### config.mk
export PLATFORM = sky130hd
export DESIGN_NAME = vgm_opl_write_stream_filter_top
export DESIGN_NICKNAME = d
export VERILOG_FILES = /design/src/sv/vgm_opl_pkg.sv /design/src/sv/vgm_opl_parser.sv /design/src/sv/vgm_opl_filter.sv /design/src/sv/vgm_opl_wait_conv.sv /design/src/sv/vgm_opl_write_stream_filter_top.sv
export VERILOG_INCLUDE_DIRS = /design/src /design/src/sv
export SDC_FILE = /design/constraint.sdc
export NUM_CORES = 1
export LEC_CHECK = 0
export ABC_AREA = 1
export BUFFER_PORTS_ARGS = -buffer_cell sky130_fd_sc_hd__buf_2
export CAP_MARGIN = 20
export CORE_MARGIN = 2
export CORE_UTILIZATION = 50
export CTS_CLUSTER_DIAMETER = 30
export CTS_CLUSTER_SIZE = 8
export DETAILED_ROUTE_END_ITERATION = 6
export PLACE_DENSITY_LB_ADDON = 0.2
export RECOVER_POWER = 50
export SYNTH_ARGS = -nofsm -noshare
export SYNTH_HDL_FRONTEND = slang
export SYNTH_SLANG_ARGS = --single-unit
export TNS_END_PERCENT = 10
### constraint.sdc
create_clock -name i_clk -period 23.5 [get_ports i_clk]
set_input_delay 3.525 -clock i_clk [delete_from_list [all_inputs] [get_ports i_clk]]
set_output_delay 3.525 -clock i_clk [all_outputs]
set_load 0.01 [all_outputs]
### src/sv/vgm_opl_write_stream_filter_top_defines.svh
// ----------------------------------------------------------------------------
// vgm_opl_write_stream_filter_top_defines.svh
// assertion macros used by the stream filter top
// ----------------------------------------------------------------------------
`ifndef VGM_OPL_WRITE_STREAM_FILTER_TOP_DEFINES_SVH
`define VGM_OPL_WRITE_STREAM_FILTER_TOP_DEFINES_SVH

// same-cycle implication, clocked on i_clk, off during reset
`define VGM_OPL_ASSERT_IMPL(lbl, ante, cons, msg) \
    lbl: assert property (@(posedge i_clk) disable iff (!i_rst_n) \
        (ante) |-> (cons)) else $error(msg);

// next-cycle implication, clocked on i_clk, off during reset
`define VGM_OPL_ASSERT_NEXT(lbl, ante, cons, msg) \
    lbl: assert property (@(posedge i_clk) disable iff (!i_rst_n) \
        (ante) |=> (cons)) else $error(msg);

`endif

### src/sv/vgm_opl_pkg.sv
// ----------------------------------------------------------------------------
// vgm_opl_pkg
// types, command codes and helpers for the opl write stream filter
// ----------------------------------------------------------------------------
package vgm_opl_pkg;

    typedef enum logic [1:0] {
        KIND_WRITE = 2'd0,
        KIND_DROP  = 2'd1,
        KIND_WAIT  = 2'd2,
        KIND_END   = 2'd3
    } t_kind;

    // command bytes
    localparam logic [7:0] CMD_OPL_WRITE = 8'h5A;
    localparam logic [7:0] CMD_WAIT_N    = 8'h61;
    localparam logic [7:0] CMD_WAIT_735  = 8'h62;
    localparam logic [7:0] CMD_WAIT_882  = 8'h63;
    localparam logic [7:0] CMD_WAIT_BASE = 8'h6F;

    localparam logic [15:0] WAIT_735 = 16'd735;
    localparam logic [15:0] WAIT_882 = 16'd882;

    // config register indexes
    localparam logic [2:0] CFG_TL_BOOST    = 3'd0;
    localparam logic [2:0] CFG_TL_CLAMP_ON = 3'd1;
    localparam logic [2:0] CFG_TL_CLAMP_LV = 3'd2;
    localparam logic [2:0] CFG_BANK_MODE   = 3'd3;
    localparam logic [2:0] CFG_SKIP_KEYOFF = 3'd4;
    localparam logic [2:0] CFG_FREEZE_ENV  = 3'd5;
    localparam logic [2:0] CFG_EXPERIMENT  = 3'd6;

    localparam logic [5:0] TL_CLAMP_LV_RST = 6'd32;

    // bank_mode codes
    localparam logic [2:0] BANK_SOLO_LO = 3'd1;
    localparam logic [2:0] BANK_SOLO_MD = 3'd2;
    localparam logic [2:0] BANK_SOLO_HI = 3'd3;
    localparam logic [2:0] BANK_MUTE_LO = 3'd4;
    localparam logic [2:0] BANK_MUTE_MD = 3'd5;
    localparam logic [2:0] BANK_MUTE_HI = 3'd6;

    // experiment codes
    localparam logic [1:0] EXP_SLOW_ATTACK = 2'd1;
    localparam logic [1:0] EXP_KEYOFF_23   = 2'd2;

    // ms = ((samples * 10 + 220) * recip) >> shift, recip = ceil(2^29 / 441)
    localparam int unsigned   WAIT_MS_SHIFT = 29;
    localparam logic [23:0]   WAIT_MS_MUL   = 24'd12173950;
    localparam logic [39:0]   WAIT_MS_BIAS  = 40'd267826900;

    typedef struct packed {
        logic [5:0] tl_boost;
        logic       tl_clamp_on;
        logic [5:0] tl_clamp_level;
        logic [2:0] bank_mode;
        logic       skip_keyoff;
        logic       freeze_env;
        logic [1:0] experiment;
    } t_cfg;

    // parser event: kind is KIND_WRITE for a gathered write request
    typedef struct packed {
        logic        emit;
        t_kind       kind;
        logic [7:0]  addr;
        logic [7:0]  val;
        logic [15:0] samples;
    } t_cmd_ev;

    // operand bytes of a silently skipped command, zero for end or unknown
    function automatic logic [2:0] skip_len(input logic [7:0] b);
        logic [2:0] n;
        n = 3'd0;
        if (b inside {[8'h30:8'h3F], 8'h4F, 8'h50}) begin
            n = 3'd1;
        end else if (b inside {[8'h40:8'h5F], [8'hA0:8'hBF]}) begin
            n = 3'd2;
        end else if (b inside {[8'hC0:8'hDF]}) begin
            n = 3'd3;
        end else if (b inside {[8'hE0:8'hFF]}) begin
            n = 3'd4;
        end
        return n;
    endfunction

endpackage

### src/sv/vgm_opl_parser.sv
// ----------------------------------------------------------------------------
// vgm_opl_parser
// command byte decoder and operand gathering for the vgm stream
// ----------------------------------------------------------------------------
module vgm_opl_parser (
    input  logic                  i_clk,
    input  logic                  i_rst_n,
    input  logic                  i_step,
    input  logic [7:0]            i_byte,
    input  logic                  i_last,
    output vgm_opl_pkg::t_cmd_ev  o_ev
);
    import vgm_opl_pkg::*;

    logic [2:0] r_ops_left;
    logic [2:0] n_ops_left;
    logic [7:0] r_cmd;
    logic [7:0] n_cmd;
    logic [7:0] r_first;
    logic [7:0] n_first;
    logic [2:0] ops_dec;

    always_comb begin
        n_ops_left = r_ops_left;
        n_cmd      = r_cmd;
        n_first    = r_first;
        o_ev       = '0;
        ops_dec    = r_ops_left - 3'd1;
        if (i_last) begin
            n_ops_left = 3'd0;
            o_ev.emit  = 1'b1;
            o_ev.kind  = KIND_END;
        end else if (r_ops_left == 3'd0) begin
            n_cmd = i_byte;
            if (i_byte == CMD_OPL_WRITE || i_byte == CMD_WAIT_N) begin
                n_ops_left = 3'd2;
            end else if (i_byte == CMD_WAIT_735) begin
                o_ev.emit    = 1'b1;
                o_ev.kind    = KIND_WAIT;
                o_ev.samples = WAIT_735;
            end else if (i_byte == CMD_WAIT_882) begin
                o_ev.emit    = 1'b1;
                o_ev.kind    = KIND_WAIT;
                o_ev.samples = WAIT_882;
            end else if (i_byte inside {[8'h70:8'h7F]}) begin
                o_ev.emit    = 1'b1;
                o_ev.kind    = KIND_WAIT;
                o_ev.samples = {8'd0, i_byte - CMD_WAIT_BASE};
            end else if (skip_len(i_byte) == 3'd0) begin
                o_ev.emit = 1'b1;
                o_ev.kind = KIND_END;
            end else begin
                n_ops_left = skip_len(i_byte);
            end
        end else begin
            if (r_ops_left == 3'd2) begin
                n_first = i_byte;
            end
            n_ops_left = ops_dec;
            if (ops_dec == 3'd0) begin
                if (r_cmd == CMD_OPL_WRITE) begin
                    o_ev.emit = 1'b1;
                    o_ev.kind = KIND_WRITE;
                    o_ev.addr = r_first;
                    o_ev.val  = i_byte;
                end else if (r_cmd == CMD_WAIT_N) begin
                    o_ev.emit    = 1'b1;
                    o_ev.kind    = KIND_WAIT;
                    o_ev.samples = {i_byte, r_first};
                end
            end
        end
    end

    always_ff @(posedge i_clk) begin
        if (!i_rst_n) begin
            r_ops_left <= 3'd0;
            r_cmd      <= 8'd0;
            r_first    <= 8'd0;
        end else if (i_step) begin
            r_ops_left <= n_ops_left;
            r_cmd      <= n_cmd;
            r_first    <= n_first;
        end
    end

endmodule

### src/sv/vgm_opl_filter.sv
// ----------------------------------------------------------------------------
// vgm_opl_filter
// knob rewriting of register writes and the written-register bitmap
// ----------------------------------------------------------------------------
module vgm_opl_filter (
    input  logic                i_clk,
    input  logic                i_rst_n,
    input  logic                i_step,
    input  logic                i_req,
    input  logic [7:0]          i_addr,
    input  logic [7:0]          i_val,
    input  vgm_opl_pkg::t_cfg   i_cfg,
    output vgm_opl_pkg::t_kind  o_kind,
    output logic [7:0]          o_data
);
    import vgm_opl_pkg::*;

    logic [255:0] r_seen;
    logic         in_tl;
    logic         key_reg;
    logic         env_ar;
    logic         env_reg;
    logic         muted;
    logic         bank_lo;
    logic         bank_md;
    logic         bank_hi;
    logic [5:0]   tl_sub;
    logic [5:0]   tl_new;
    logic [7:0]   v_tl;
    logic [7:0]   v_mask;
    logic [3:0]   ar_new;
    logic [7:0]   v_soft;
    logic         mark;

    assign in_tl   = i_addr inside {[8'h40:8'h55]};
    assign key_reg = i_addr inside {[8'hB0:8'hB8]};
    assign env_ar  = i_addr inside {[8'h60:8'h75]};
    assign env_reg = env_ar || (i_addr inside {[8'h80:8'h95]});
    assign bank_lo = i_addr[3:0] < 4'd3;
    assign bank_md = !bank_lo && (i_addr[3:0] < 4'd6);
    assign bank_hi = !bank_lo && !bank_md;

    always_comb begin
        case (i_cfg.bank_mode)
            BANK_SOLO_LO: muted = !bank_lo;
            BANK_SOLO_MD: muted = !bank_md;
            BANK_SOLO_HI: muted = !bank_hi;
            BANK_MUTE_LO: muted = bank_lo;
            BANK_MUTE_MD: muted = bank_md;
            BANK_MUTE_HI: muted = bank_hi;
            default:      muted = 1'b0;
        endcase
    end

    always_comb begin
        tl_sub = (i_val[5:0] > i_cfg.tl_boost) ? i_val[5:0] - i_cfg.tl_boost : 6'd0;
        tl_new = (i_cfg.tl_clamp_on && tl_sub > i_cfg.tl_clamp_level)
                 ? i_cfg.tl_clamp_level : tl_sub;
        v_tl   = in_tl ? {i_val[7:6], tl_new} : i_val;
        v_mask = (key_reg && muted) ? (v_tl & 8'h1F) : v_tl;
        ar_new = (v_mask[7:4] >= 4'd2) ? v_mask[7:4] - 4'd2 : 4'd0;
        v_soft = (i_cfg.experiment == EXP_SLOW_ATTACK && env_ar)
                 ? {ar_new, v_mask[3:0]} : v_mask;

        o_kind = KIND_WRITE;
        o_data = v_soft;
        mark   = 1'b1;
        if (i_cfg.skip_keyoff && key_reg && !v_mask[5]) begin
            o_kind = KIND_DROP;
            o_data = v_mask;
        end else if (i_cfg.freeze_env && env_reg && r_seen[i_addr]) begin
            o_kind = KIND_DROP;
            o_data = v_mask;
            mark   = 1'b0;
        end else if (i_cfg.experiment == EXP_KEYOFF_23
                     && (i_addr == 8'hB2 || i_addr == 8'hB3) && !v_soft[5]) begin
            o_kind = KIND_DROP;
        end
    end

    always_ff @(posedge i_clk) begin
        if (!i_rst_n) begin
            r_seen <= 256'h2;
        end else if (i_step && i_req && mark) begin
            r_seen[i_addr] <= 1'b1;
        end
    end

endmodule

### src/sv/vgm_opl_wait_conv.sv
// ----------------------------------------------------------------------------
// vgm_opl_wait_conv
// wait length in samples to milliseconds by reciprocal multiply
// ----------------------------------------------------------------------------
module vgm_opl_wait_conv (
    input  logic [15:0] i_samples,
    output logic [10:0] o_ms
);
    import vgm_opl_pkg::*;

    logic [39:0] prod;

    assign prod = ({24'd0, i_samples} * {16'd0, WAIT_MS_MUL}) + WAIT_MS_BIAS;
    assign o_ms = prod[WAIT_MS_SHIFT +: 11];

endmodule

### src/sv/vgm_opl_write_stream_filter_top.sv
// ----------------------------------------------------------------------------
// vgm_opl_write_stream_filter_top
// vgm command stream parser with opl register write filtering
// ----------------------------------------------------------------------------
//  channel   dir  tdata                       tuser  tlast
//  s_axis    in   in_byte                     -      stream_end
//  m_axis    out  addr, data, samples, ms     kind   -
//  cfg       in   i_cfg_we / i_cfg_index / i_cfg_data, no read-back
//
//  one request per cycle while m_axis does not stall
//  an input register and a result register, with decode, filter and the
//  16x24 ms multiply between them
//  stall on m_axis holds the result and the input register, then s_axis
//  synchronous active-low reset clears control state and leaves only bit 1 of the bitmap set at once
// ----------------------------------------------------------------------------
`include "vgm_opl_write_stream_filter_top_defines.svh"

module vgm_opl_write_stream_filter_top (
    input  logic        i_clk,
    input  logic        i_rst_n,
    input  logic        s_axis_tvalid,
    output logic        s_axis_tready,
    input  logic [7:0]  s_axis_tdata,   // [7:0] in_byte
    input  logic        s_axis_tlast,   // stream_end
    output logic        m_axis_tvalid,
    input  logic        m_axis_tready,
    output logic [47:0] m_axis_tdata,   // write_addr, write_data, wait_samples, wait_ms, pad
    output logic [1:0]  m_axis_tuser,   // kind
    input  logic        i_cfg_we,
    input  logic [2:0]  i_cfg_index,
    input  logic [5:0]  i_cfg_data
);
    import vgm_opl_pkg::*;

    t_cfg        r_cfg;
    logic        r_in_valid;
    logic [7:0]  r_in_byte;
    logic        r_in_last;
    logic        r_out_valid;
    t_kind       r_out_kind;
    logic [7:0]  r_out_addr;
    logic [7:0]  r_out_data;
    logic [15:0] r_out_samples;
    logic [10:0] r_out_ms;
    logic        advance;
    logic        in_take;
    t_cmd_ev     ev;
    t_kind       filt_kind;
    logic [7:0]  filt_data;
    logic [10:0] wait_ms;
    logic        is_write;

    assign advance       = r_in_valid && (!r_out_valid || m_axis_tready);
    assign s_axis_tready = !r_in_valid || advance;
    assign in_take       = s_axis_tvalid && s_axis_tready;
    assign is_write      = ev.kind == KIND_WRITE;

    always_ff @(posedge i_clk) begin
        if (!i_rst_n) begin
            r_cfg <= '{tl_boost: 6'd0, tl_clamp_on: 1'b0,
                       tl_clamp_level: TL_CLAMP_LV_RST, bank_mode: 3'd0,
                       skip_keyoff: 1'b0, freeze_env: 1'b0, experiment: 2'd0};
        end else if (i_cfg_we) begin
            case (i_cfg_index)
                CFG_TL_BOOST:    r_cfg.tl_boost       <= i_cfg_data;
                CFG_TL_CLAMP_ON: r_cfg.tl_clamp_on    <= i_cfg_data[0];
                CFG_TL_CLAMP_LV: r_cfg.tl_clamp_level <= i_cfg_data;
                CFG_BANK_MODE:   r_cfg.bank_mode      <= i_cfg_data[2:0];
                CFG_SKIP_KEYOFF: r_cfg.skip_keyoff    <= i_cfg_data[0];
                CFG_FREEZE_ENV:  r_cfg.freeze_env     <= i_cfg_data[0];
                CFG_EXPERIMENT:  r_cfg.experiment     <= i_cfg_data[1:0];
                default:         r_cfg                <= r_cfg;
            endcase
        end
    end

    // input register
    always_ff @(posedge i_clk) begin
        if (!i_rst_n) begin
            r_in_valid <= 1'b0;
        end else if (in_take) begin
            r_in_valid <= 1'b1;
        end else if (advance) begin
            r_in_valid <= 1'b0;
        end
    end

    always_ff @(posedge i_clk) begin
        if (in_take) begin
            r_in_byte <= s_axis_tdata;
            r_in_last <= s_axis_tlast;
        end
    end

    vgm_opl_parser u_parser (
        .i_clk   (i_clk),
        .i_rst_n (i_rst_n),
        .i_step  (advance),
        .i_byte  (r_in_byte),
        .i_last  (r_in_last),
        .o_ev    (ev)
    );

    vgm_opl_filter u_filter (
        .i_clk   (i_clk),
        .i_rst_n (i_rst_n),
        .i_step  (advance),
        .i_req   (ev.emit && is_write),
        .i_addr  (ev.addr),
        .i_val   (ev.val),
        .i_cfg   (r_cfg),
        .o_kind  (filt_kind),
        .o_data  (filt_data)
    );

    vgm_opl_wait_conv u_wait_conv (
        .i_samples (ev.samples),
        .o_ms      (wait_ms)
    );

    // result register
    always_ff @(posedge i_clk) begin
        if (!i_rst_n) begin
            r_out_valid <= 1'b0;
        end else if (advance) begin
            r_out_valid <= ev.emit;
        end else if (m_axis_tready) begin
            r_out_valid <= 1'b0;
        end
    end

    always_ff @(posedge i_clk) begin
        if (advance) begin
            r_out_kind    <= is_write ? filt_kind : ev.kind;
            r_out_addr    <= is_write ? ev.addr : 8'd0;
            r_out_data    <= is_write ? filt_data : 8'd0;
            r_out_samples <= ev.samples;
            r_out_ms      <= (ev.kind == KIND_WAIT) ? wait_ms : 11'd0;
        end
    end

    assign m_axis_tvalid = r_out_valid;
    assign m_axis_tuser  = r_out_kind;
    assign m_axis_tdata  = {5'd0, r_out_ms, r_out_samples, r_out_data, r_out_addr};

    `VGM_OPL_ASSERT_NEXT(a_end_reported, advance && r_in_last, r_out_valid && r_out_kind == KIND_END, "stream end not reported")
    `VGM_OPL_ASSERT_IMPL(a_wait_no_write, r_out_valid && r_out_kind == KIND_WAIT, r_out_addr == 8'd0 && r_out_data == 8'd0, "wait result carries write fields")
    `VGM_OPL_ASSERT_IMPL(a_nonwait_zero, r_out_valid && r_out_kind != KIND_WAIT, r_out_samples == 16'd0 && r_out_ms == 11'd0, "non-wait result carries wait fields")
    `VGM_OPL_ASSERT_IMPL(a_empty_takes, !r_in_valid, s_axis_tready, "empty input register refuses a request")

endmodule
Yosys cells after proc, flatten, opt, wreduce, memory -nomap -nowiden --
Cells that the tools add are included.
Operators by class: shift-type cells 0, muxes and demuxes 60, bitwise logic cells 3, multiply operators 1, magnitude comparators 27, add/subtract/negate cells 5, divide/modulo/power cells 0, reductions and logical operators 58, equality and inequality tests 30
Operators by type and width (number):
- 256-bit OR | 1
- 16-bit 2-to-1 mux | 8
- 3-bit 2-to-1 mux | 26
- 8-bit by 7-bit == test with 1-bit output (second input constant) | 8
- 40-bit by 28-bit adder with 40-bit output (second input constant) | 1
- 8-bit >= comparator (second input constant) | 5
- 8-bit less-or-equal comparator (second input constant) | 5
- 8-bit 2-to-1 mux | 5
- 16-bit by 23-bit multiplier with 39-bit output (second input constant) | 1
- 35-bit 2-to-1 mux | 1
- 8-bit by 7-bit >= comparator with 1-bit output (second input constant) | 4
- 8-bit by 7-bit less-or-equal comparator with 1-bit output (second input constant) | 4
- 32-bit 2-to-1 mux | 1
- 1-bit logical AND | 27
- 3-bit == test (second input constant) | 6
- 6-bit 2-to-1 mux | 3
- 8-bit == test (second input constant) | 2
- 4-bit inequality test (second input constant) | 4
- 3-bit by 2-bit == test with 1-bit output (second input constant) | 5
- 2-bit AND reduction | 7
- 6-bit greater-than comparator | 2
- 3-bit zero test | 4
- 8-bit by 9-bit less-than comparator with 1-bit output (second input constant) | 1
- 1-bit 2-to-1 mux | 9
- 27 further kinds | 44
Word-level totals: memories kept 0, bits in writable memories 0, latch bits 0, word-level logic and storage cells 204, bits in read-only memories 0, flip-flop bits (word level) 351, input port bits 23, output and inout bits 52

Depth between registers and ports, before layout --
Gate-level depths: netlist of the first run.
depth in word-level cells 26, mapped depth 42, mapped depth without buffers 42

By module --
From an unflattened synthesis of the first run, not the netlist that was laid out.
Unflattened totals: cells, all modules 3007, area, all modules 20413.3 um2
Modules (own cells, without submodules):
- vgm_opl_wait_conv | seq. area each 0.0 um2, area an instance 8336.7 um2, cells each 1214, instances 1
- vgm_opl_filter | seq. area each 2562.5 um2, area an instance 7666.1 um2, cells each 1287, instances 1
- vgm_opl_write_stream_filter_top | seq. area each 2062.0 um2, area an instance 2855.2 um2, cells each 266, instances 1
- vgm_opl_parser | seq. area each 380.4 um2, area an instance 1555.2 um2, cells each 240, instances 1

Least setup slack after synthesis of the first run --
OpenSTA, ideal clock, no wires.
path kind register to register, from register u_parser.r_ops_left[0], to register r_out_ms[4] (data pin), path slack 16017 ps, clock period less this slack 7483 ps, cell stages (with the launch flop) 33, path buffers 0, setup time 255 ps, arrival time 7228 ps, required time 23245 ps, cell sequence dfxtp_1 inv_1 ha_1 nand2_1 nand3_2 inv_1 nand2_1 nor2_1 nand2_1 a21oi_1 inv_1 fa_1 inv_1 fa_1 fa_1 inv_1 fa_1 inv_1 fa_1 inv_1 fa_1 inv_1 ha_1 a21oi_1 a21boi_0 o21ai_0 a21oi_1 nand2_1 a21o_1 xnor2_1 nor4_1 nand3_1 and3_1
RTL lines:
- from (decl) | line vgm_opl_parser.sv:15 | logic [2:0] r_ops_left;
- from (signal assigned) | line vgm_opl_parser.sv:81 | r_ops_left <= n_ops_left;
- to (signal assigned) | line vgm_opl_write_stream_filter_top.sv:138 | r_out_ms <= (ev.kind == KIND_WAIT) ? wait_ms : 11'd0;
- to (decl) | line vgm_opl_write_stream_filter_top.sv:44 | logic [10:0] r_out_ms;

Worst setup path after layout of the first run --
from input port i_rst_n, to register u_parser.r_ops_left[2]
RTL lines:
- from (decl) | line vgm_opl_write_stream_filter_top.sv:20 | input logic i_rst_n,
No word-level cell between the ends.

==> impl_metrics.toml, run 1 <==
[clock_tree]
post_cts_buffers = 0
cts_num_sinks = 287
cts_tree = "done"
cts_hold_buf = 0
ctsResizeCount = 0
root_buffer = "clkbuf_16"
cts_buffers = 70
clock_latency_ps = 600
cts_max_path_buffers = 3
cts_max_level = 3
clkTransAtPathRegs_ps = 50

[global_route]
antenna_found_initial = 0
track_usage_pct = 28.82
grt_pass1_vias = 19200
overflow = 0
grt_max_degree = 120
grt_pass1_wl_um = 101400

[setup_path]
cp.required_ps = 23960
worst_setup_path_end_kind = "register"
crit_top_cell = "clkbuf_1"
cp-start-kind = "input port"
worstPathCellList = "clkbuf_1, clkinvlp_2, clkbuf_1, a211oi_1"
critical_path_peak_fanout = 119
max_stage_delay_ps = 3730
arrival_ps = 11180
crit_buf_inv = 3
worstSetupPathType = "input port to register"
cpMaxStageDelayCell = "clkinvlp_2"
path_delay_family = "buffers and inverters"

[routing]
drc_errors = 0
first_pass_iters = 6
wl_per_cell_um = 17.90
drt-initial-drc-count = 1501
ant_nets = 0
via_per_inst = 5.557
wirelength_um = 62310
top_layer_used = "met4"
vias = 19340
wl_met1_um = 27110
met2_wirelength_um = 28760
route.met3.wl_um = 4728

[finish]
nets = 3216
antenna-diode-count = 0
synthToLayoutAreaGrowth_pct = 14.71
instances_no_fill = 3481
drive_above_1_share_pct = 6.594
fillers = 3896

[timing]
fin_setup_tns_ps = 0
slew_headroom_pct = -177.6
hold_viol = 0
slew_viol_final = 409
period_needed_ps = 10720
min_period_over_period_pct = 45.62
setup_viol_count_final = 0
rsz0062_at_grt = "no"
worst_clock_skew_ps = 37.23
clock.fmax_mhz = 93.28
max_slew.worst_pin.slew_ps = 4165

[die]
die_area_um2 = 44190
die_y_um = 210.2
start_util_pct = 50.69
pin_count = 75
core_um2 = 41950
rows = 75
die_w_um = 210.2

[synthesis]
netlist.area_leader.share_pct = 21.94
synthTopCellsByArea = "dfxtp_1 (22%), fa_1 (11%), ha_1 (11%)"
synthArstFlopShare_pct = 0
yosysMostFrequentCell = "inv_1"
synth.distinct_cells = 47
yosysTopAreaCell = "dfxtp_1"
ys_seq_area_share_pct = 29.57
synth_edf_count = 54
synth.ff_latch_count = 287
synthCells = 2826
syn_area_um2 = 21260
synthFlopType = "dfxtp_1"
syn_avg_cell_area_um2 = 7.524
yosys_warnings = 0
synth_common_cells = "inv_1 (562), nand2_1 (312), a21oi_1 (304), nand3_1 (270), nor2_1 (245)"

[outcome]
failed_checks = "max-capacitance violations, max-slew violations"
status = "finished, violations left"

[power_and_ir_drop]
power_density_nw_per_um2 = 67.77
ir_drop_mv = 0.04579
power.leakage_nw = 10.92

[placed_design]
gp_congestion = 0.9539
dp_hpwl_um = 43830
portBuffers = 69
placed_cells = 3351

[flow_run]
cap_violations = 6

[hold_path]
hp-class = "register to register"
tightest hold or removal path, stage by stage (launching register included):
cell and delay [ps]:
dfxtp_1 300, inv_1 40, a21oi_1 50
registers in the layout, indices dropped and copies added, names as in the netlist:
signal	flops
u_filter.r_seen	192
r_cfg	20
r_out_samples	16
r_out_ms	11
r_in_byte	8
r_out_addr	8
r_out_data	8
u_parser.r_cmd	8
u_parser.r_first	8
u_parser.r_ops_left	3
m_axis_tuser	2
m_axis_tvalid	1
r_in_last	1
r_in_valid	1
cell usage in the layout, fill, tap and decap left out, types with 8 or more instances in the layout:
cell type / n
clkinv_2: 13
clkinvlp_4: 8
inv_1: 563
o21ai_0: 114
xor2_1: 18
nor2_1: 245
bufinv_16: 10
clkbuf_16: 73
xnor2_1: 16
ha_1: 185
nor3_1: 24
a21oi_1: 304
buf_2: 20
nand2_1: 314
fa_1: 122
buf_4: 26
clkbuf_1: 68
dfxtp_1: 233
nand4_1: 95
edfxtp_1: 54
nand3_1: 273
o21ai_1: 39
cell type report:
cell class | count | area (µm²) | area share [%]
well taps | 539 | 674.4 | 2.765
multi-input cells | 1841 | 12200 | 50.04
inverters | 575 | 2160 | 8.855
repair buffers | 111 | 561.8 | 2.304
clock inverters | 42 | 558.0 | 2.288
clock buffers | 86 | 1946 | 7.978
flip-flops and latches | 287 | 6286 | 25.77
report_power, final:
group          switching, W  internal, W
Sequential       0.00000462     0.000511
Combinational     0.0000851    0.0000392
Clock              0.000315     0.000698
stage by stage:
step | cell area, µm² | setup slack (ps) | hold slack [ps] | utilization [%] | total power, W
5_1_grt | 24390 | 12220 | 456.7 | 58.14 | 0.001706
3_3_place_gp | 21970 | 14880 | 433.3 | 52.37 | 0.0006471
2_1_floorplan | 21280 | 16020 | 426.8 | - | 0.0006134
4_1_cts | 24510 | 14760 | 444.1 | 58.44 | 0.001663
3_5_place_dp | 22010 | 14810 | 437.0 | 52.47 | 0.0006477
6_report | 24390 | 12780 | 441.7 | 58.14 | 0.001653
logic make-up (layout without fill, tap and decap cells):
group	Yosys count	in the layout	synth area share, %
buf+inv	702	814	13.08
compound gates	512	512	12.72
fa+ha+maj	307	307	22.37
simple gates	983	983	20.84
other cells	1	5	0.01764
flops	287	287	29.57
xor+xnor	34	34	1.401
path summary, 6_finish.rpt:
path	startpoint	endpoint	slack [ps]	depth (start not counted)
setup / recovery	i_rst_n	u_parser.r_ops_left[2]$_SDFFE_PN0P_	12780	4
hold / removal	u_filter.r_seen[195]$_SDFFE_PN0P_	u_filter.r_seen[195]$_SDFFE_PN0P_	440	2
setup reg to reg	u_parser.r_ops_left[0]$_SDFFE_PN0P_	u_filter.r_seen[228]$_SDFFE_PN0P_	14060	23
hold reg to reg	u_filter.r_seen[195]$_SDFFE_PN0P_	u_filter.r_seen[195]$_SDFFE_PN0P_	440	2
routing by layer:
layer	track usage [%]	up-vias
li1	-	9309
met4	11.03	0
met2	46.69	695
met3	5.825	145
met5	0	-
met1	38.07	9194
Note: power is estimated with default switching activity, not from simulation.
==> inputs of run 2 (changes only) <==
--- a/config.mk
+++ b/config.mk
@@ -6,7 +6,7 @@
 export SDC_FILE = /design/constraint.sdc
 export NUM_CORES = 1
 export LEC_CHECK = 0
-export ABC_AREA = 1
+export ABC_AREA = 0
 export BUFFER_PORTS_ARGS = -buffer_cell sky130_fd_sc_hd__buf_2
 export CAP_MARGIN = 20
 export CORE_MARGIN = 2
==> constraint.sdc (replaced) <==
create_clock -name i_clk -period 9.95 [get_ports i_clk]
set_input_delay 1.4925 -clock i_clk [delete_from_list [all_inputs] [get_ports i_clk]]
set_output_delay 1.4925 -clock i_clk [all_outputs]
set_load 0.01 [all_outputs]
==> run 2 against run 1 <==
Non-clock buffer count fell by 16; largest cell class unchanged; core utilization fell by 0.11 points; clock power rose by 96%; critical endpoint is now r_out_ms[9]$_SDFFCE_PP0P_; critical path depth rose by 27; the run still ends with max-capacitance violations, max-slew violations left; final cell count fell by 18%; count of clock-buffer cells in the layout fell by 4; cell area fell by 9.9%; register-to-register slack got worse by 13000 ps; setup slack got worse by 12000 ps; critical path type is now register to register; highest routed layer unchanged.
==> impl_metrics.toml, run 2 <==
[synthesis]
synth.ff_latch_count = 255
yosysTopAreaCell = "dfxtp_1"
synthArstFlopShare_pct = 0
syn_avg_cell_area_um2 = 8.514
synth_common_cells = "nor2_1 (385), inv_1 (257), dfxtp_1 (201), ha_1 (185), nand2_1 (175)"
ys_seq_area_share_pct = 29.31
synthFlopType = "dfxtp_1"
yosysMostFrequentCell = "nor2_1"
syn_area_um2 = 19260
synth_edf_count = 54
yosys_warnings = 0
synth.distinct_cells = 93
netlist.area_leader.share_pct = 20.89
synthTopCellsByArea = "dfxtp_1 (21%), fa_1 (13%), ha_1 (12%)"
synthCells = 2262

[placed_design]
portBuffers = 69
placed_cells = 2746
gp_congestion = 0.9971
pre_cts_slack_ps = 468.3
dp_hpwl_um = 41630

[power_and_ir_drop]
power.total_w = 0.003274
power.share.clock_pct = 60.4
switching_share_pct = 23.92
power_density_nw_per_um2 = 149.1
seq_power_share_pct = 33.2
ir_drop_mv = 0.1763
p_comb_share_pct = 6.4
power.leakage_nw = 9.707
internal_power_w = 0.002491
power_switching_w = 0.0007830

[setup_path]
cp.required_ps = 10290
crit_top_cell = "inv_1"
startpoint = "u_parser.r_ops_left[0]$_SDFFE_PN0P_"
max_stage_delay_ps = 560
r2r_slack_ps = 560
critical_path_peak_fanout = 8
ff2ff_path_depth = 31
worst_setup_path_end_kind = "register"
r2r_end = "r_out_ms[9]$_SDFFCE_PP0P_"
arrival_ps = 9730
cpMaxStageDelayCell = "fa_1"
worstSetupPathType = "register to register"
crit_buf_inv = 8
r2r_start = "u_parser.r_ops_left[0]$_SDFFE_PN0P_"
cp-start-kind = "register"
path_delay_family = "adder cells"

[clock_tree]
ctsResizeCount = 0
cts_buffers = 60
cts_max_level = 2
clock_latency_ps = 620
cts_max_path_buffers = 3
clkTransAtPathRegs_ps = 50
cts_num_sinks = 255
root_buffer = "clkbuf_16"
cts_tree = "done"

[timing]
fin_setup_tns_ps = 0
hold_viol = 0
slew_viol_final = 324
clock.fmax_mhz = 106.5
period_needed_ps = 9385
max_slew.worst_pin.slew_ps = 3895
slew_headroom_pct = -159.7
worst_clock_skew_ps = 45.15
rsz0062_at_grt = "no"
setup_viol_count_final = 0
min_period_over_period_pct = 94.33
layout_setup_ws_ps = 564.6

[global_route]
grt_pass1_wl_um = 91070
overflow = 0
grt_max_degree = 86
track_usage_pct = 28.32
grt_pass1_vias = 16890
antenna_found_initial = 0

[routing]
via_per_inst = 5.823
first_pass_iters = 6
drc_errors = 0
vias = 16660
wirelength_um = 57260
drt-initial-drc-count = 1426
ant_nets = 0
wl_per_cell_um = 20.02

[finish]
most-common-layout-cells = "nor2_1 (385), inv_1 (257), dfxtp_1 (201)"
largest_register = "u_filter.r_seen"
drive_above_1_share_pct = 7.620
reg_top3 = "u_filter.r_seen: 160 flops, r_cfg: 20 flops, r_out_samples: 16 flops"
final_common_cell = "nor2_1"
largest_register_ffs = 160
nets = 2629
instances_no_fill = 2860
synthToLayoutAreaGrowth_pct = 14.03
antenna-diode-count = 0

[outcome]
status = "finished, violations left"
failed_checks = "max-capacitance violations, max-slew violations"

[die]
rows = 71
pin_count = 75
die_y_um = 200.3
core_um2 = 37840
die_w_um = 200.3
start_util_pct = 50.89
die_area_um2 = 40110

[hold_path]
hp-class = "register to register"
worstHoldStart = "u_filter.r_seen[139]$_SDFFE_PN0P_"
holdPathStages = 2
min_to = "u_filter.r_seen[139]$_SDFFE_PN0P_"

[flow_run]
cap_violations = 6
[run 2: cell count changes after synthesis, sizes merged, moves of 36 or more]
cell    previous run  this run
inv              570       258
nand3            275        48
a21oi            304        84
nand2            314       175
nor2             252       386
nand4             95        20
mux2i              0        52
o21ai            154       106
o21a               1        48
buf               59        20
clkbuf            68       104
[run 2: power by group through the flow]
stage          sequential (W)  combinational, W  clock (W)
6_report              0.00109          0.000211    0.00198
5_1_grt               0.00109          0.000235    0.00205
3_3_place_gp          0.00110          0.000206          0
4_1_cts               0.00109          0.000213    0.00200
3_5_place_dp          0.00110          0.000211          0
2_1_floorplan         0.00110          0.000150          0
[run 2: cells by family (layout without fill, tap and decap cells)]
group / Yosys count / after routing / share of synthesized area, %
flip-flops: 255 / 255 / 29.31
buffers and inverters: 385 / 468 / 7.731
multiplexers: 57 / 57 / 3.170
XOR/XNOR: 27 / 27 / 1.228
other: 1 / 5 / 0.01947
AND/OR/NAND/NOR: 785 / 785 / 18.26
AO/OA/AOI/OAI: 445 / 445 / 15.58
adder cells (fa/ha/maj): 307 / 307 / 24.70
[run 2: tightest hold or removal path: cells and delay by family, from the launching register on]
family	cells	cell delay [ps]
flops	1	320
compound gates	1	60
simple gates	1	40
[run 2: layout make-up]
| cell class | instances | area, µm² |
|---|---|---|
| fill | 3392 | 15880 |
| multi-input combinational | 1626 | 12170 |
| sequential | 255 | 5645 |
| clock buffer | 82 | 1704 |
| inverter | 261 | 980.9 |
| tap | 511 | 639.4 |
| timing repair buffer | 95 | 449.2 |
| clock inverter | 30 | 374.1 |
[run 2: timing repair]
| action | 4_1_cts | 5_1_grt |
|---|---|---|
| hold buffers | 0 | 0 |
| endpoints found under the setup margin | 0 | 8 |
| setup buffers | 0 | 1 |
[run 2: metal layers]
metal | global-route usage, % | wire [µm] | up-vias
met2 | 46.58 | 26250 | 725
met4 | 13.44 | 2248 | 0
met3 | 4.361 | 4260 | 168
met5 | 0 | 0 | -
li1 | - | - | 7800
met1 | 36.62 | 24500 | 7962
[run 2: through the flow]
stage                     hold WS (ps)  utilization (%)  area, µm²
after floorplan                  417.1                -      19270
after global placement           434.9            52.75      19960
after detailed placement         440.3            52.75      19960
after CTS                        450.9            58.25      22040
after global routing             467.9            58.03      21960
final                            450.8            58.03      21960
[run 2: worst max-delay path by stage]
stage                                     end  slack, ps  cells after the start
global route        r_out_ms[9]$_SDFFCE_PP0P_         20                     32
CTS                 r_out_ms[5]$_SDFFCE_PP0P_        450                     32
global placement    r_out_ms[5]$_SDFFCE_PP0P_        810                     28
detailed placement  r_out_ms[5]$_SDFFCE_PP0P_        470                     31
floorplan           r_out_ms[9]$_SDFFCE_PP0P_       1350                     29
finish              r_out_ms[9]$_SDFFCE_PP0P_        560                     31
==> inputs of run 3 (changes only) <==
--- a/config.mk
+++ b/config.mk
@@ -11,9 +11,9 @@
 export CAP_MARGIN = 20
 export CORE_MARGIN = 2
 export CORE_UTILIZATION = 50
-export CTS_CLUSTER_DIAMETER = 30
 export CTS_CLUSTER_SIZE = 8
 export DETAILED_ROUTE_END_ITERATION = 6
+export GPL_TIMING_DRIVEN = 0
 export PLACE_DENSITY_LB_ADDON = 0.2
 export RECOVER_POWER = 50
 export SYNTH_ARGS = -nofsm -noshare
==> run 3 against run 2 <==
The flow still finishes with violations (max-capacitance violations, max-slew violations); clock power shrank 38%; setup slack lost 190 ps; final cell count grew 1.9%; die area is the same; routed wire length grew 2.9%; count of clock-buffer cells in the layout shrank 27; non-clock buffer count grew 107; sequential share of layout area grew 0.63 points; global-route usage grew 1.1 points; critical path depth shrank 3.
==> impl_metrics.toml, run 3 (synthesis gave the netlist of run 2 again) <==
[outcome]
status = "finished, violations left"
failed_checks = "max-capacitance violations, max-slew violations"

[clock_tree]
cts_hold_buf = 0
cts_num_sinks = 255
cts_tree = "done"
cts_max_path_buffers = 3
clock_latency_ps = 570
cts_max_level = 2
cts_buffers = 38
root_buffer = "clkbuf_16"
clkTransAtPathRegs_ps = 60

[setup_path]
critical_path_peak_fanout = 10
crit_buf_inv = 8
worstSetupPathType = "register to register"
path_delay_family = "adder cells"
r2r_start = "u_parser.r_first[1]$_SDFFE_PN0P_"
cpMaxStageDelayCell = "clkbuf_1"
crit_top_cell = "inv_1"
ff2ff_path_depth = 28
r2r_slack_ps = 370
worst_setup_path_end_kind = "register"
r2r_end = "r_out_ms[5]$_SDFFCE_PP0P_"
cp.required_ps = 10270
max_stage_delay_ps = 820
cp-start-kind = "register"
arrival_ps = 9900

[power_and_ir_drop]
power_density_nw_per_um2 = 118.2
p_comb_share_pct = 8.8
seq_power_share_pct = 42.6
power_switching_w = 0.0006534
power.share.clock_pct = 48.6
ir_drop_mv = 0.1584
power.leakage_nw = 9.387
internal_power_w = 0.001880
switching_share_pct = 25.79

[flow_run]
cap_violations = 1

[routing]
first_pass_iters = 5
drt-initial-drc-count = 1498
vias = 16870
via_per_inst = 5.792
wl_per_cell_um = 20.22
ant_nets = 0
wirelength_um = 58910
drc_errors = 0

[placed_design]
pre_cts_slack_ps = -584.9
portBuffers = 68
gp_congestion = 0.9906
dp_hpwl_um = 44870

[timing]
min_period_over_period_pct = 96.27
clock.fmax_mhz = 104.4
fin_hold_ws_ps = 454.8
hold_viol = 0
period_needed_ps = 9579
max_slew.worst_pin.slew_ps = 1628
slew_headroom_pct = -8.517
worst_clock_skew_ps = 26.28
setup_viol_count_final = 0
layout_setup_ws_ps = 371.2
slew_viol_final = 23

[global_route]
track_usage_pct = 29.38
grt_pass1_vias = 16940
grt_pass1_wl_um = 92930
overflow = 0
grt_max_degree = 26
antenna_found_initial = 0

[finish]
synthToLayoutAreaGrowth_pct = 11.30
antenna-diode-count = 0
most-common-layout-cells = "nor2_1 (384), inv_1 (255), dfxtp_1 (201)"
largest_register_ffs = 160
largest_register = "u_filter.r_seen"
drive_above_1_share_pct = 5.662
reg_top3 = "u_filter.r_seen: 160 flops, r_cfg: 20 flops, r_out_samples: 16 flops"
final_common_cell = "nor2_1"
nets = 2714

[hold_path]
worstHoldStart = "u_filter.r_seen[112]$_SDFFE_PN0P_"
min_to = "u_filter.r_seen[112]$_SDFFE_PN0P_"
hp-class = "register to register"
holdPathStages = 2

[die]
die_y_um = 200.3
die_w_um = 200.3
pin_count = 75
rows = 71
core_um2 = 37840
start_util_pct = 50.89
die_area_um2 = 40110
-- run 3: worst min-delay path, cell delays in order (launching register included) --
cell	delay, ps
dfxtp_1	320
nand2_1	50
o31ai_1	50
-- run 3: power by group through the flow --
| stage | Sequential, W | Clock (W) | Combinational, W |
|---|---|---|---|
| after floorplan | 0.00110 | 0 | 0.000150 |
| after global placement | 0.00110 | 0 | 0.000218 |
| after detailed placement | 0.00110 | 0 | 0.000224 |
| after CTS | 0.00108 | 0.00124 | 0.000227 |
| after global routing | 0.00108 | 0.00128 | 0.000249 |
| final | 0.00108 | 0.00123 | 0.000223 |
-- run 3: final cells by class --
type	count	area, µm²
clock inverter	3	62.56
sequential	255	5645
fill	3569	16410
multi-input combinational	1626	12180
buffer	119	490.5
clock buffer	55	1056
inverter	261	987.2
tap	511	639.4
timing repair buffer	83	380.4
-- run 3: metrics by stage --
stage | TNS, ps | power [W] | area [µm²] | instances | util [%]
after detailed placement | -4888 | 0.001323 | 20300 | 2849 | 53.64
after global placement | -4628 | 0.001317 | 20250 | 2845 | 53.52
after CTS | 0 | 0.002549 | 21450 | 2907 | 56.68
after floorplan | 0 | 0.001251 | 19270 | 2266 | -
after global routing | -0.8953 | 0.002610 | 21440 | 2913 | 56.65
final | 0 | 0.002533 | 21440 | 2913 | 56.65
-- run 3: repair_timing --
item / CTS / global route
gates cloned: 0 / 0
pin swaps: 0 / 2
gates resized for setup: 7 / 6
endpoints found under the setup margin: 11 / 11
setup buffers: 0 / 10
-- run 3: per-layer routing --
layer  share of wire [%]  global-route usage (%)  up-vias  routed length, µm
li1                    -                       -     7957                  -
met3                 8.2                   5.174      191               4838
met5                   0                       0        -                  0
met4                 4.6                   12.75        0               2719
met1                  42                   37.53     8004              24510
met2                  46                   48.96      720              26840
-- run 3: worst max-delay path by stage --
| stage | from | endpoint | slack, ps | cells after the start |
|---|---|---|---|---|
| 6_report | u_parser.r_first[1]$_SDFFE_PN0P_ | r_out_ms[5]$_SDFFCE_PP0P_ | 370 | 28 |
| 5_1_grt | u_parser.r_ops_left[0]$_SDFFE_PN0P_ | r_out_ms[5]$_SDFFCE_PP0P_ | -0.9 | 32 |
| 4_1_cts | u_parser.r_ops_left[0]$_SDFFE_PN0P_ | r_out_ms[5]$_SDFFCE_PP0P_ | 20 | 34 |
| 3_5_place_dp | r_in_byte[5]$_DFFE_PP_ | r_out_ms[5]$_SDFFCE_PP0P_ | -580 | 30 |
| 3_3_place_gp | r_in_byte[5]$_DFFE_PP_ | r_out_ms[5]$_SDFFCE_PP0P_ | -570 | 30 |
| 2_1_floorplan | r_in_byte[2]$_DFFE_PP_ | r_out_ms[9]$_SDFFCE_PP0P_ | 1350 | 29 |
